$ cat config.mk
export PLATFORM = sky130hd
export DESIGN_NAME = best_fit_block_allocator
export DESIGN_NICKNAME = d
export VERILOG_FILES = /design/src/hw/rtl/bfba_pkg.sv /design/src/hw/rtl/bfba_ctrl.sv /design/src/hw/rtl/bfba_dp.sv /design/src/hw/rtl/best_fit_block_allocator.sv
export SDC_FILE = /design/constraint.sdc
export NUM_CORES = 1
export LEC_CHECK = 0
export ABC_AREA = 1
export BUFFER_PORTS_ARGS = -buffer_cell sky130_fd_sc_hd__buf_4
export CAP_MARGIN = 15
export CORE_MARGIN = 2
export CORE_UTILIZATION = 50
export CTS_CLUSTER_DIAMETER = 60
export DETAILED_ROUTE_END_ITERATION = 12
export GPL_ROUTABILITY_DRIVEN = 0
export PLACE_DENSITY = 0.67
export SETUP_SLACK_MARGIN = 0.02
export SLEW_MARGIN = 20
export SYNTH_ARGS = -nofsm -noshare
export SYNTH_HDL_FRONTEND = slang
export SYNTH_SLANG_ARGS = --single-unit
export TNS_END_PERCENT = 50
$ cat constraint.sdc
create_clock -name clk -period 3.3 [get_ports clk]
set_input_delay 0.99 -clock clk [delete_from_list [all_inputs] [get_ports clk]]
set_output_delay 0.99 -clock clk [all_outputs]
set_load 0.01 [all_outputs]
$ cat src/hw/rtl/bfba_pkg.sv
// Shared constants and controller/datapath interface types for the best-fit allocator.
package bfba_pkg;

	// Port widths fixed by the item format
	localparam int SIZE_PORT_BITS  = 16;
	localparam int INDEX_PORT_BITS = 3;
	localparam int CFG_BITS        = 4;

	// Defaults for the top-level parameters
	localparam int NUM_BLOCKS_DEF = 8;
	localparam int SIZE_BITS_DEF  = 16;

	// Block count register
	localparam logic [CFG_BITS-1:0] BLOCK_COUNT_RESET = CFG_BITS'(8);
	localparam int                  BLOCK_COUNT_MAX   = (1 << CFG_BITS) - 1;

	// Item kinds
	localparam logic REQ_LOAD  = 1'b0;
	localparam logic REQ_PLACE = 1'b1;

	// Commands from the controller to the datapath
	typedef struct packed {
		logic load;    // load item transferred: write one capacity
		logic start;   // request transferred: capture size, clear best match
		logic issue;   // read the next capacity of the scan
		logic commit;  // write back the best block and load the result register
	} dp_cmd_t;

	// Status from the datapath to the controller
	typedef struct packed {
		logic limit_zero;  // no block takes part in the search
		logic issue_last;  // this read is the last of the scan
	} dp_status_t;

endpackage

$ cat src/hw/rtl/bfba_ctrl.sv
// Controller state machine: input/output handshake and scan sequencing.
module bfba_ctrl (
	input  logic                 clk,
	input  logic                 arst_n,
	input  logic                 in_valid,
	output logic                 in_stall,
	input  logic                 req_type,
	output logic                 out_valid,
	input  logic                 out_stall,
	output bfba_pkg::dp_cmd_t    cmd,
	input  bfba_pkg::dp_status_t status
);
	import bfba_pkg::*;

	typedef enum logic [1:0] {
		ST_IDLE,
		ST_SCAN,
		ST_DRAIN,
		ST_COMMIT
	} state_t;

	state_t state_q;
	logic   out_valid_q;
	logic   accept;

	// Decode commands from the current state
	always_comb begin
		accept      = in_valid && (state_q == ST_IDLE);
		cmd.load    = accept && (req_type == REQ_LOAD);
		cmd.start   = accept && (req_type == REQ_PLACE);
		cmd.issue   = (state_q == ST_SCAN);
		cmd.commit  = (state_q == ST_COMMIT) && (!out_valid_q || !out_stall);
	end

	assign in_stall  = (state_q != ST_IDLE);
	assign out_valid = out_valid_q;

	// Advance state and hold the result valid flag
	always_ff @(posedge clk or negedge arst_n) begin
		if (!arst_n) begin
			state_q     <= ST_IDLE;
			out_valid_q <= 1'b0;
		end else begin
			case (state_q)
				ST_IDLE: begin
					if (cmd.start) begin
						state_q <= status.limit_zero ? ST_COMMIT : ST_SCAN;
					end
				end
				ST_SCAN: begin
					if (status.issue_last) begin
						state_q <= ST_DRAIN;
					end
				end
				ST_DRAIN: begin
					state_q <= ST_COMMIT;
				end
				ST_COMMIT: begin
					if (cmd.commit) begin
						state_q <= ST_IDLE;
					end
				end
				default: begin
					state_q <= ST_IDLE;
				end
			endcase

			if (cmd.commit) begin
				out_valid_q <= 1'b1;
			end else if (!out_stall) begin
				out_valid_q <= 1'b0;
			end
		end
	end

endmodule

$ cat src/hw/rtl/bfba_dp.sv
// Datapath: capacity memory, serial best-fit comparator, update and result register.
module bfba_dp #(
	parameter int NUM_BLOCKS = bfba_pkg::NUM_BLOCKS_DEF,
	parameter int SIZE_BITS  = bfba_pkg::SIZE_BITS_DEF
) (
	input  logic                                 clk,
	input  logic                                 arst_n,
	input  bfba_pkg::dp_cmd_t                    cmd,
	output bfba_pkg::dp_status_t                 status,
	input  logic [bfba_pkg::INDEX_PORT_BITS-1:0] block_index,
	input  logic [bfba_pkg::SIZE_PORT_BITS-1:0]  size_value,
	input  logic                                 cfg_we,
	input  logic [bfba_pkg::CFG_BITS-1:0]        cfg_wdata,
	output logic                                 placed,
	output logic [bfba_pkg::INDEX_PORT_BITS-1:0] chosen_block,
	output logic [bfba_pkg::SIZE_PORT_BITS-1:0]  remaining_after
);
	import bfba_pkg::*;

	localparam int IDX_BITS  = (NUM_BLOCKS > 1) ? $clog2(NUM_BLOCKS) : 1;
	localparam int LIMIT_MAX = (NUM_BLOCKS < BLOCK_COUNT_MAX) ? NUM_BLOCKS : BLOCK_COUNT_MAX;
	localparam int CNT_BITS  = (LIMIT_MAX > 1) ? $clog2(LIMIT_MAX + 1) : 1;
	localparam int IN_BITS   = (SIZE_BITS < SIZE_PORT_BITS) ? SIZE_BITS : SIZE_PORT_BITS;
	localparam int OUT_IDX   = (IDX_BITS < INDEX_PORT_BITS) ? IDX_BITS : INDEX_PORT_BITS;

	logic [SIZE_BITS-1:0] cap_mem_q [NUM_BLOCKS];
	logic [NUM_BLOCKS-1:0] valid_q;

	logic [CFG_BITS-1:0]  count_q;
	logic [CNT_BITS-1:0]  limit;
	logic [CNT_BITS-1:0]  cnt_q;
	logic [CNT_BITS:0]    cnt_nxt;
	logic [SIZE_BITS-1:0] size_w;
	logic [SIZE_BITS-1:0] size_q;

	logic [IDX_BITS-1:0]  rd_addr;
	logic [SIZE_BITS-1:0] rd_data_s1;
	logic                 rd_hit_s1;
	logic [IDX_BITS-1:0]  rd_idx_s1;
	logic                 cmp_en_s1;
	logic [SIZE_BITS-1:0] cand;
	logic                 take;

	logic                 found_q;
	logic [IDX_BITS-1:0]  best_idx_q;
	logic [SIZE_BITS-1:0] best_val_q;
	logic [SIZE_BITS-1:0] diff;

	logic                 load_ok;
	logic                 wr_en;
	logic [IDX_BITS-1:0]  wr_addr;
	logic [SIZE_BITS-1:0] wr_data;

	logic [INDEX_PORT_BITS-1:0] idx_out;
	logic [SIZE_PORT_BITS-1:0]  diff_out;

	logic                       placed_q;
	logic [INDEX_PORT_BITS-1:0] chosen_q;
	logic [SIZE_PORT_BITS-1:0]  remain_q;

	// Hold the block count register
	always_ff @(posedge clk or negedge arst_n) begin
		if (!arst_n) begin
			count_q <= BLOCK_COUNT_RESET;
		end else if (cfg_we) begin
			count_q <= cfg_wdata;
		end
	end

	// Saturate the count to the number of blocks
	always_comb begin
		if (int'(count_q) > NUM_BLOCKS) begin
			limit = CNT_BITS'(NUM_BLOCKS);
		end else begin
			limit = CNT_BITS'(count_q);
		end
	end

	assign cnt_nxt           = {1'b0, cnt_q} + (CNT_BITS + 1)'(1);
	assign status.limit_zero = (limit == '0);
	assign status.issue_last = (cnt_nxt == {1'b0, limit});

	// Mask the incoming size to the storage width
	always_comb begin
		size_w = '0;
		for (int i = 0; i < IN_BITS; i++) begin
			size_w[i] = size_value[i];
		end
	end

	// Advance the scan counter and capture the requested size
	always_ff @(posedge clk or negedge arst_n) begin
		if (!arst_n) begin
			cnt_q <= '0;
		end else if (cmd.start) begin
			cnt_q <= '0;
		end else if (cmd.issue) begin
			cnt_q <= cnt_nxt[CNT_BITS-1:0];
		end
	end

	always_ff @(posedge clk) begin
		if (cmd.start) begin
			size_q <= size_w;
		end
	end

	// Select the single write port source
	always_comb begin
		load_ok = (int'(block_index) < NUM_BLOCKS);
		diff    = best_val_q - size_q;
		if (cmd.commit) begin
			wr_en   = found_q;
			wr_addr = best_idx_q;
			wr_data = diff;
		end else begin
			wr_en   = cmd.load && load_ok;
			wr_addr = IDX_BITS'(block_index);
			wr_data = size_w;
		end
	end

	// Capacity memory, written at one address
	always_ff @(posedge clk) begin
		if (wr_en) begin
			cap_mem_q[wr_addr] <= wr_data;
		end
	end

	// Mark written entries; unwritten ones read as zero
	always_ff @(posedge clk or negedge arst_n) begin
		if (!arst_n) begin
			valid_q <= '0;
		end else if (wr_en) begin
			valid_q[wr_addr] <= 1'b1;
		end
	end

	// Registered read at the scan address
	assign rd_addr = IDX_BITS'(cnt_q);

	always_ff @(posedge clk) begin
		if (cmd.issue) begin
			rd_data_s1 <= cap_mem_q[rd_addr];
			rd_hit_s1  <= valid_q[rd_addr];
			rd_idx_s1  <= rd_addr;
		end
	end

	always_ff @(posedge clk or negedge arst_n) begin
		if (!arst_n) begin
			cmp_en_s1 <= 1'b0;
		end else begin
			cmp_en_s1 <= cmd.issue;
		end
	end

	// Compare the candidate against the best match so far
	always_comb begin
		cand = rd_hit_s1 ? rd_data_s1 : '0;
		take = cmp_en_s1 && (cand >= size_q) && (!found_q || (cand < best_val_q));
	end

	always_ff @(posedge clk or negedge arst_n) begin
		if (!arst_n) begin
			found_q <= 1'b0;
		end else if (cmd.start) begin
			found_q <= 1'b0;
		end else if (take) begin
			found_q <= 1'b1;
		end
	end

	always_ff @(posedge clk) begin
		if (take) begin
			best_idx_q <= rd_idx_s1;
			best_val_q <= cand;
		end
	end

	// Fit index and remainder to the result fields
	always_comb begin
		idx_out  = '0;
		diff_out = '0;
		for (int i = 0; i < OUT_IDX; i++) begin
			idx_out[i] = best_idx_q[i];
		end
		for (int i = 0; i < IN_BITS; i++) begin
			diff_out[i] = diff[i];
		end
	end

	// Load the result register on commit
	always_ff @(posedge clk) begin
		if (cmd.commit) begin
			placed_q <= found_q;
			chosen_q <= found_q ? idx_out : '0;
			remain_q <= found_q ? diff_out : '0;
		end
	end

	assign placed          = placed_q;
	assign chosen_block    = chosen_q;
	assign remaining_after = remain_q;

endmodule

$ cat src/hw/rtl/best_fit_block_allocator.sv
// Best-fit block allocator: top level joining controller and datapath.
//
// Input channel (in_valid / in_stall) carries one item: req_type selects a load
// (write size_value as the capacity of block block_index) or a placement request
// of size size_value. A transfer happens when in_valid is high and in_stall low.
// Loads produce no result; each request produces one result on the output channel
// (out_valid / out_stall): placed, chosen_block and remaining_after.
//
// Sequence: a load is written at its transfer; the next item may follow at once.
// A request scans the first N blocks, where N is the block count saturated to
// NUM_BLOCKS: one capacity read per cycle through the single read port feeding
// one comparator, then a drain state for the last compare, then the write-back
// state, which loads the result register. A count of zero skips the scan and the
// drain. in_stall stays high until the write-back, so no item is taken meanwhile.
//
// The result sits in an output register; while the receiver stalls, the block
// still takes the next item and works on it, and only holds at its write-back
// until the waiting result has been transferred.
//
// Reset makes all capacities read as zero, sets the block count to 8 and clears both channels.
module best_fit_block_allocator #(
	parameter int NUM_BLOCKS = bfba_pkg::NUM_BLOCKS_DEF,
	parameter int SIZE_BITS  = bfba_pkg::SIZE_BITS_DEF
) (
	input  logic                                 clk,
	input  logic                                 arst_n,
	input  logic                                 in_valid,
	output logic                                 in_stall,
	input  logic                                 req_type,
	input  logic [bfba_pkg::INDEX_PORT_BITS-1:0] block_index,
	input  logic [bfba_pkg::SIZE_PORT_BITS-1:0]  size_value,
	output logic                                 out_valid,
	input  logic                                 out_stall,
	output logic                                 placed,
	output logic [bfba_pkg::INDEX_PORT_BITS-1:0] chosen_block,
	output logic [bfba_pkg::SIZE_PORT_BITS-1:0]  remaining_after,
	input  logic                                 cfg_we,
	input  logic [bfba_pkg::CFG_BITS-1:0]        cfg_wdata
);
	import bfba_pkg::*;

	dp_cmd_t    cmd;
	dp_status_t status;

	// Sequence the handshake and scan
	bfba_ctrl u_ctrl (
		.clk       (clk),
		.arst_n    (arst_n),
		.in_valid  (in_valid),
		.in_stall  (in_stall),
		.req_type  (req_type),
		.out_valid (out_valid),
		.out_stall (out_stall),
		.cmd       (cmd),
		.status    (status)
	);

	// Store capacities and run the best-fit search
	bfba_dp #(
		.NUM_BLOCKS (NUM_BLOCKS),
		.SIZE_BITS  (SIZE_BITS)
	) u_dp (
		.clk             (clk),
		.arst_n          (arst_n),
		.cmd             (cmd),
		.status          (status),
		.block_index     (block_index),
		.size_value      (size_value),
		.cfg_we          (cfg_we),
		.cfg_wdata       (cfg_wdata),
		.placed          (placed),
		.chosen_block    (chosen_block),
		.remaining_after (remaining_after)
	);

endmodule

### Word level (Yosys, flattened, before mapping)

Memory sizes are Yosys's and may differ from the RTL's. A register that Yosys moved wholly into a read port is not among the register bits.
Cells that the tools add are included.

| storage, ports and cells | value |
|---|---|
| RAM bits | 128 |
| output and inout bits | 22 |
| input port bits | 29 |
| memories | 1 |
| register bits after elaboration | 80 |

Memories:

| memory | depth | width | read ports | clocked after Yosys merged registers in | write ports | line | text |
|---|---|---|---|---|---|---|---|
| u_dp.cap_mem_q | 8 | 16 | 1 | 1 | 1 | bfba_dp.sv:26 | `logic [SIZE_BITS-1:0] cap_mem_q [NUM_BLOCKS];` |

| operators by class | value |
|---|---|
| reduce and logical (&&, ||, !) cells | 18 |
| eq/ne operators | 8 |
| $add $sub $neg | 2 |
| $lt $le $gt $ge | 6 |
| bitwise logic cells | 2 |
| mux-type cells | 22 |

Operator list:

| kind | count |
|---|---|
| 16-bit 2-to-1 mux | 2 |
| 16-bit >= comparator | 1 |
| 16-bit less-than comparator | 1 |
| 16-bit subtractor | 1 |
| 4-bit 2-to-1 mux | 3 |
| 1-bit 2-to-1 mux | 9 |
| 3-bit by 4-bit less-than comparator with 1-bit output, second input constant | 2 |
| 2-bit 2-to-1 mux | 4 |
| 8-bit bitwise OR | 1 |
| 2-bit case mux with 4 select lines | 1 |
| 1-bit logical AND | 7 |
| 2-bit != test, second input constant | 3 |
| 2-bit nonzero test | 3 |
| 4-bit by 1-bit adder with 5-bit output, second input constant | 1 |
| 5-bit by 4-bit equality test with 1-bit output | 1 |
| 2-bit equality test, second input constant | 2 |
| 4-bit greater-than comparator, second input constant | 1 |
| 4-bit logical NOT | 1 |
| 1-bit binary-select mux with 3-bit select | 1 |
| 1-bit demux with 3-bit select | 1 |
| 3-bit by 1-bit >= comparator with 1-bit output, second input constant | 1 |
| 1-bit logical NOT | 3 |
| 3-bit 2-to-1 mux | 1 |
| 3-bit AND reduction | 1 |
| 5 further kinds | 6 |

### Depth between registers and ports, before layout

| depth | value |
|---|---|
| word-level depth | 9 |
| depth in mapped cells | 15 |

### By module

Synthesis repeated with hierarchy kept, for this count alone.

| unflattened totals | value |
|---|---|
| cells, all modules | 957 |
| area total of the unflattened synthesis | 10,400.0 um^2 |

Modules (own cells, without submodules):

| module | area an instance (um^2) | cells an instance | sequential area each (um^2) | instances |
|---|---|---|---|---|
| bfba_dp | 10,142.2 | 922 | 6,547.5 | 1 |
| bfba_ctrl | 257.7 | 35 | 75.1 | 1 |

### Worst setup path before layout

OpenSTA, ideal clock, no wires.

| timing path | value |
|---|---|
| kind | register to register |
| start point | register u_dp.rd_hit_s1 |
| end point | register u_dp.best_idx_q[0] (enable) |
| data arrival time | 2.547 ns |
| path buffers | 2 |
| required time | 2.899 ns |
| stages on the path, launching flop included | 13 |
| path slack | 0.352 ns |
| setup time | 0.401 ns |
| clock period less this slack | 2.948 ns |
| cells stage by stage | edfxtp_1 -> buf_2 -> clkbuf_1 -> nand2_1 -> inv_1 -> ha_1 -> a21oi_1 -> nor2_1 -> a211oi_1 -> nand2_1 -> nand2_1 -> nand2_1 -> a21oi_1 |

| between the ends | value |
|---|---|
| longest elaborated chain between the ends | 4 |

RTL lines:

| element | line | text |
|---|---|---|
| start: declaration | bfba_dp.sv:38 | `logic rd_hit_s1;` |
| start signal: assignment | bfba_dp.sv:145 | `rd_hit_s1 <= valid_q[rd_addr];` |
| 16-bit 2-to-1 mux (*) | bfba_dp.sv:160 | `cand = rd_hit_s1 ? rd_data_s1 : '0;` |
| via u_dp.cand[5] | bfba_dp.sv:41 | `logic [SIZE_BITS-1:0] cand;` |
| 16-bit >= comparator / 16-bit less-than comparator (equally long branches) | bfba_dp.sv:161 | `take = cmp_en_s1 && (cand >= size_q) && (!found_q \|\| (cand < best_val_q));` |
| 1-bit logical AND / 1-bit logical OR (equally long branches) | bfba_dp.sv:161 |  |
| 1-bit logical AND (*) | bfba_dp.sv:161 |  |
| via u_dp.take | bfba_dp.sv:42 | `logic take;` |
| end signal: assignment | bfba_dp.sv:176 | `best_idx_q <= rd_idx_s1;` |
| end: declaration | bfba_dp.sv:45 | `logic [IDX_BITS-1:0] best_idx_q;` |

Mark *: on every way through the listed nets, which the timed path passes. The rest lies on a longest branch.
A chain may end at the register's enable or synchronous reset.

### Final worst setup path

| timing path | value |
|---|---|
| start point | register u_dp.best_val_q[0] |
| end point | memory u_dp.cap_mem_q[6][10] in the netlist's numbering (data pin) |

| between the ends | value |
|---|---|
| longest elaborated chain between the ends | 2 |

RTL lines:

| element | line | text |
|---|---|---|
| start: declaration | bfba_dp.sv:46 | `logic [SIZE_BITS-1:0] best_val_q;` |
| start signal: assignment | bfba_dp.sv:177 | `best_val_q <= cand;` |
| 16-bit subtractor | bfba_dp.sv:111 | `diff = best_val_q - size_q;` |
| 16-bit 2-to-1 mux | bfba_dp.sv:112 | `if (cmd.commit) begin` |
| via u_dp.wr_data[10] | bfba_dp.sv:52 | `logic [SIZE_BITS-1:0] wr_data;` |
| end: declaration | bfba_dp.sv:26 |  |

The timed path passes the listed nets, and every way through them passes these cells.

==> impl_metrics.csv <==
group,metric,value,unit
drt,first_iter_violations,474,
worst_setup_path,path_max_fanout,8,
yosys,synth-compound-area-share,10.0,%
yosys,synth_top_area_share,59.0,%
layout,final_common_cell,"edfxtp_1",
worst_setup_path,r2r_slack,0.70,ns
layout,layout_common_cells,"edfxtp_1 (203), nor2_1 (153), nand2_1 (133), inv_1 (94), buf_4 (74)",
sta,skew,0.0113,ns
yosys,yosysUniqueCellTypes,44,
sta,setup_viol,0,
pwr,power_density,844,nW/um2
cts,clkTransAtPathRegs,0.06,ns
yosys,yosys_register_bits,224,
floorplanning,dieHeight,148,um
sta,period_minus_slack,2.60,ns
cts,cts_root_buffer,"clkbuf_16",
cts,cts_resized,0,
worst_setup_path,path_cells,"inv_1 -> ha_1 -> fa_1 -> o21ai_2 -> a21oi_2 -> nor2_1 -> nand2_1 -> nand2_1 -> nand2_1 -> nand3_1 -> nand2_1",
yosys,synth_top_family_by_area,"simple AND/OR/NAND/NOR gates",
sta,drv_slew,0,
worst_setup_path,critPathBufInv,1,
worst_setup_path,crit_path_start_kind,"register",
place,port_buffers,50,
worst_setup_path,end_kind,"register",
sta,fin_hold_ws,0.384,ns
cts,post_cts_buffers,0,
worst_setup_path,cp.arrival,2.77,ns
sta,period_share,78.7,%
run_status,status,"complete, no violations",
pwr,leakage,0.00489,uW
layout,area_growth,14.2,%
grt,grt_antenna_before_repair,0,
worst_setup_path,required,3.47,ns
yosys,synth-adder-area-share,6.25,%
yosys,syn_avg_cell_area,10.9,um2
yosys,synth-seq-area-share,64.1,%
place,dpl-instance-area,11100,um2
yosys,yosysTopAreaCell,"edfxtp_1",
yosys,yosys.area_share.simple,13.4,%
cts,clk_latency,0.50,ns
sta,tns,0,ns
grt,overflow,0,
sta,rsz0062_at_grt,"false",
place,place_hpwl,15200,um
yosys,synthTopCellsByArea,"edfxtp_1 (59%), ha_1 (6.1%), nor2_1 (5.6%), dfrtp_1 (4.8%), nand2_1 (4.8%)",
yosys,syn_area,10300,um2
floorplanning,core_area,20200,um2
sta,max_clock_freq,385,MHz
layout,utilization,58.3,%
drt,num_vias,6846,
worst_setup_path,crit_path_max_incr_delay,0.44,ns
drt,ant_nets,0,
floorplanning,die_w,148,um
min_path,hold_path.class,"in2async",
yosys,synth_ff_type,"edfxtp_1",
yosys,async_flop_share,9.38,%
floorplanning,die-area,21800,um2
worst_setup_path,r2r_cells,11,
layout,antenna_cells,0,
worst_setup_path,regToRegEndpoint,"u_dp.cap_mem_q[6][10]",
yosys,muxShareOfSynthArea,0.109,%
drt,drt-pass1-iter-count,7,
worst_setup_path,path_common_cell,"nand2_1",
cts,cts_tree,"yes",
cts,cts_htree_levels,1,
cts,cts_buffers,23,
cts,cts-hold-fix-buffers,0,
run,maxCapViolations,0,
grt,grt_pass1_wl,34700,um
yosys,syn_nets,1029,
yosys,synth_edf_count,203,
drt,wl,21700,um
worst_setup_path,crit_type,"reg2reg",
sta,report.final.hold_viol_count,0,
grt,grt_pass1_vias,6617,
yosys,synthXorXnorAreaFrac,0.933,%
worst_setup_path,r2r_start,"u_dp.best_val_q[0]",
grt,grtUsageTotal,20.3,%
yosys,synthCells,949,
floorplanning,start_util,51.1,%
layout,drive_gt1_share,13.7,%
drt,drc,0,
floorplanning,io_pins,51,
layout,final_area,11800,um2
yosys,yosys_warnings,0,
drt,wl_per_cell,16.7,um
worst_setup_path,crit_path_start,"u_dp.best_val_q[0]",
worst_setup_path,crit_family,"simple AND/OR/NAND/NOR gates",
layout,fin_nets,1097,
cts,cts_num_sinks,224,
grt,grt_start_max_net_pins,53,
drt,vias_per_cell,5.26,
floorplanning,std_cell_rows,52,
cts,clock_path_buffers,3,
sta,slew_headroom,44.6,%
pwr,irDropWorstVdd,0.405,mV
worst_setup_path,crit_slowest_cell,"fa_1",
sta,worst_pin_slew,0.826,ns
[area by class of cell]
type	count	area [um2]
Clock inverter	14	119
Timing Repair Buffer	74	556
Fill cell	1687	8430
Sequential cell	224	6620
Clock buffer	26	587
Tap cell	270	338
Multi-Input combinational cell	589	3180
Inverter	105	398
[cell usage after synthesis, types with 2 or more instances]
| cell type | number |
|---|---|
| o21bai_1 | 3 |
| a21oi_1 | 32 |
| nand2_1 | 133 |
| nor2_1 | 153 |
| a31oi_1 | 18 |
| xnor2_1 | 4 |
| buf_1 | 2 |
| inv_1 | 94 |
| or2_1 | 7 |
| ha_1 | 50 |
| o21ai_1 | 26 |
| o21ai_2 | 7 |
| or2_2 | 2 |
| dfrtp_1 | 20 |
| nor3_1 | 3 |
| inv_2 | 8 |
| clkbuf_1 | 18 |
| buf_2 | 10 |
| nor2_2 | 3 |
| xor2_1 | 7 |
| nand4_1 | 2 |
| edfxtp_1 | 203 |
| o22ai_1 | 16 |
| nand2_4 | 2 |
| nand3_1 | 27 |
| a21o_1 | 4 |
| o21ai_0 | 74 |
| nand2_2 | 5 |
[flip-flops by register name (all words and copies together) (netlist names), 4 cells and up]
register,cells
u_dp.size_q,16
u_dp.best_val_q,16
u_dp.valid_q,8
u_dp.rd_data_s1,16
u_dp.cnt_q,4
u_dp.cap_mem_q,128
u_dp.count_q,4
u_dp.remaining_after,16
[stage by stage]
stage / instances / worst slack (ns) / total power (uW)
after floorplan: 949 / 0.352 / 6470
after global placement: 1262 / 0.483 / 7480
after detailed placement: 1262 / 0.427 / 7560
after CTS: 1302 / 0.517 / 10000
after global routing: 1302 / 0.474 / 10700
final: 1302 / 0.704 / 9960
[kinds of logic after synthesis]
| family | count (synthesis) |
|---|---|
| flip-flops | 224 |
| AND/OR/NAND/NOR | 340 |
| adder cells (fa/ha/maj) | 51 |
| AO/OA/AOI/OAI | 186 |
| XOR/XNOR | 11 |
| buffers and inverters | 136 |
| multiplexers | 1 |
[worst register-to-register path, delay by kind of cell, from the launching register on]
kind / cells / cell delay (ns)
buffers and inverters: 1 / 0.05
adders and majority gates: 2 / 0.68
and+or+nand+nor: 6 / 0.75
DFF: 1 / 0.36
AOI/OAI and AO/OA: 2 / 0.45
[power breakdown]
group          internal, uW  switching [uW]  total, uW
Clock                  1430            1020       2450
Sequential             3840             249       4090
Combinational          1130            2290       3420
[worst max path at each step]
stage                     slack [ns]                    end  cells past startpoint
after CTS                       0.52   u_dp.cap_mem_q[4][4]                      6
after global routing            0.47     u_dp.best_val_q[9]                     15
after floorplan                 0.35     u_dp.best_idx_q[0]                     12
after global placement          0.48   u_dp.cap_mem_q[5][1]                      5
final                           0.70  u_dp.cap_mem_q[6][10]                     11
after detailed placement        0.43   u_dp.cap_mem_q[7][1]                      5
[metal layers]
layer | share of wire (%) | track usage, % | vias to the layer above | wire [um]
met2 | 46 | 32.2 | 190 | 9960
met1 | 46 | 29.9 | 3232 | 9930
met5 | 0 | 0 | - | 0
met3 | 6.2 | 2.59 | 34 | 1350
met4 | 2.0 | 5.05 | 0 | 442
li1 | - | - | 3390 | -
Power figures use the tool's default switching activity.
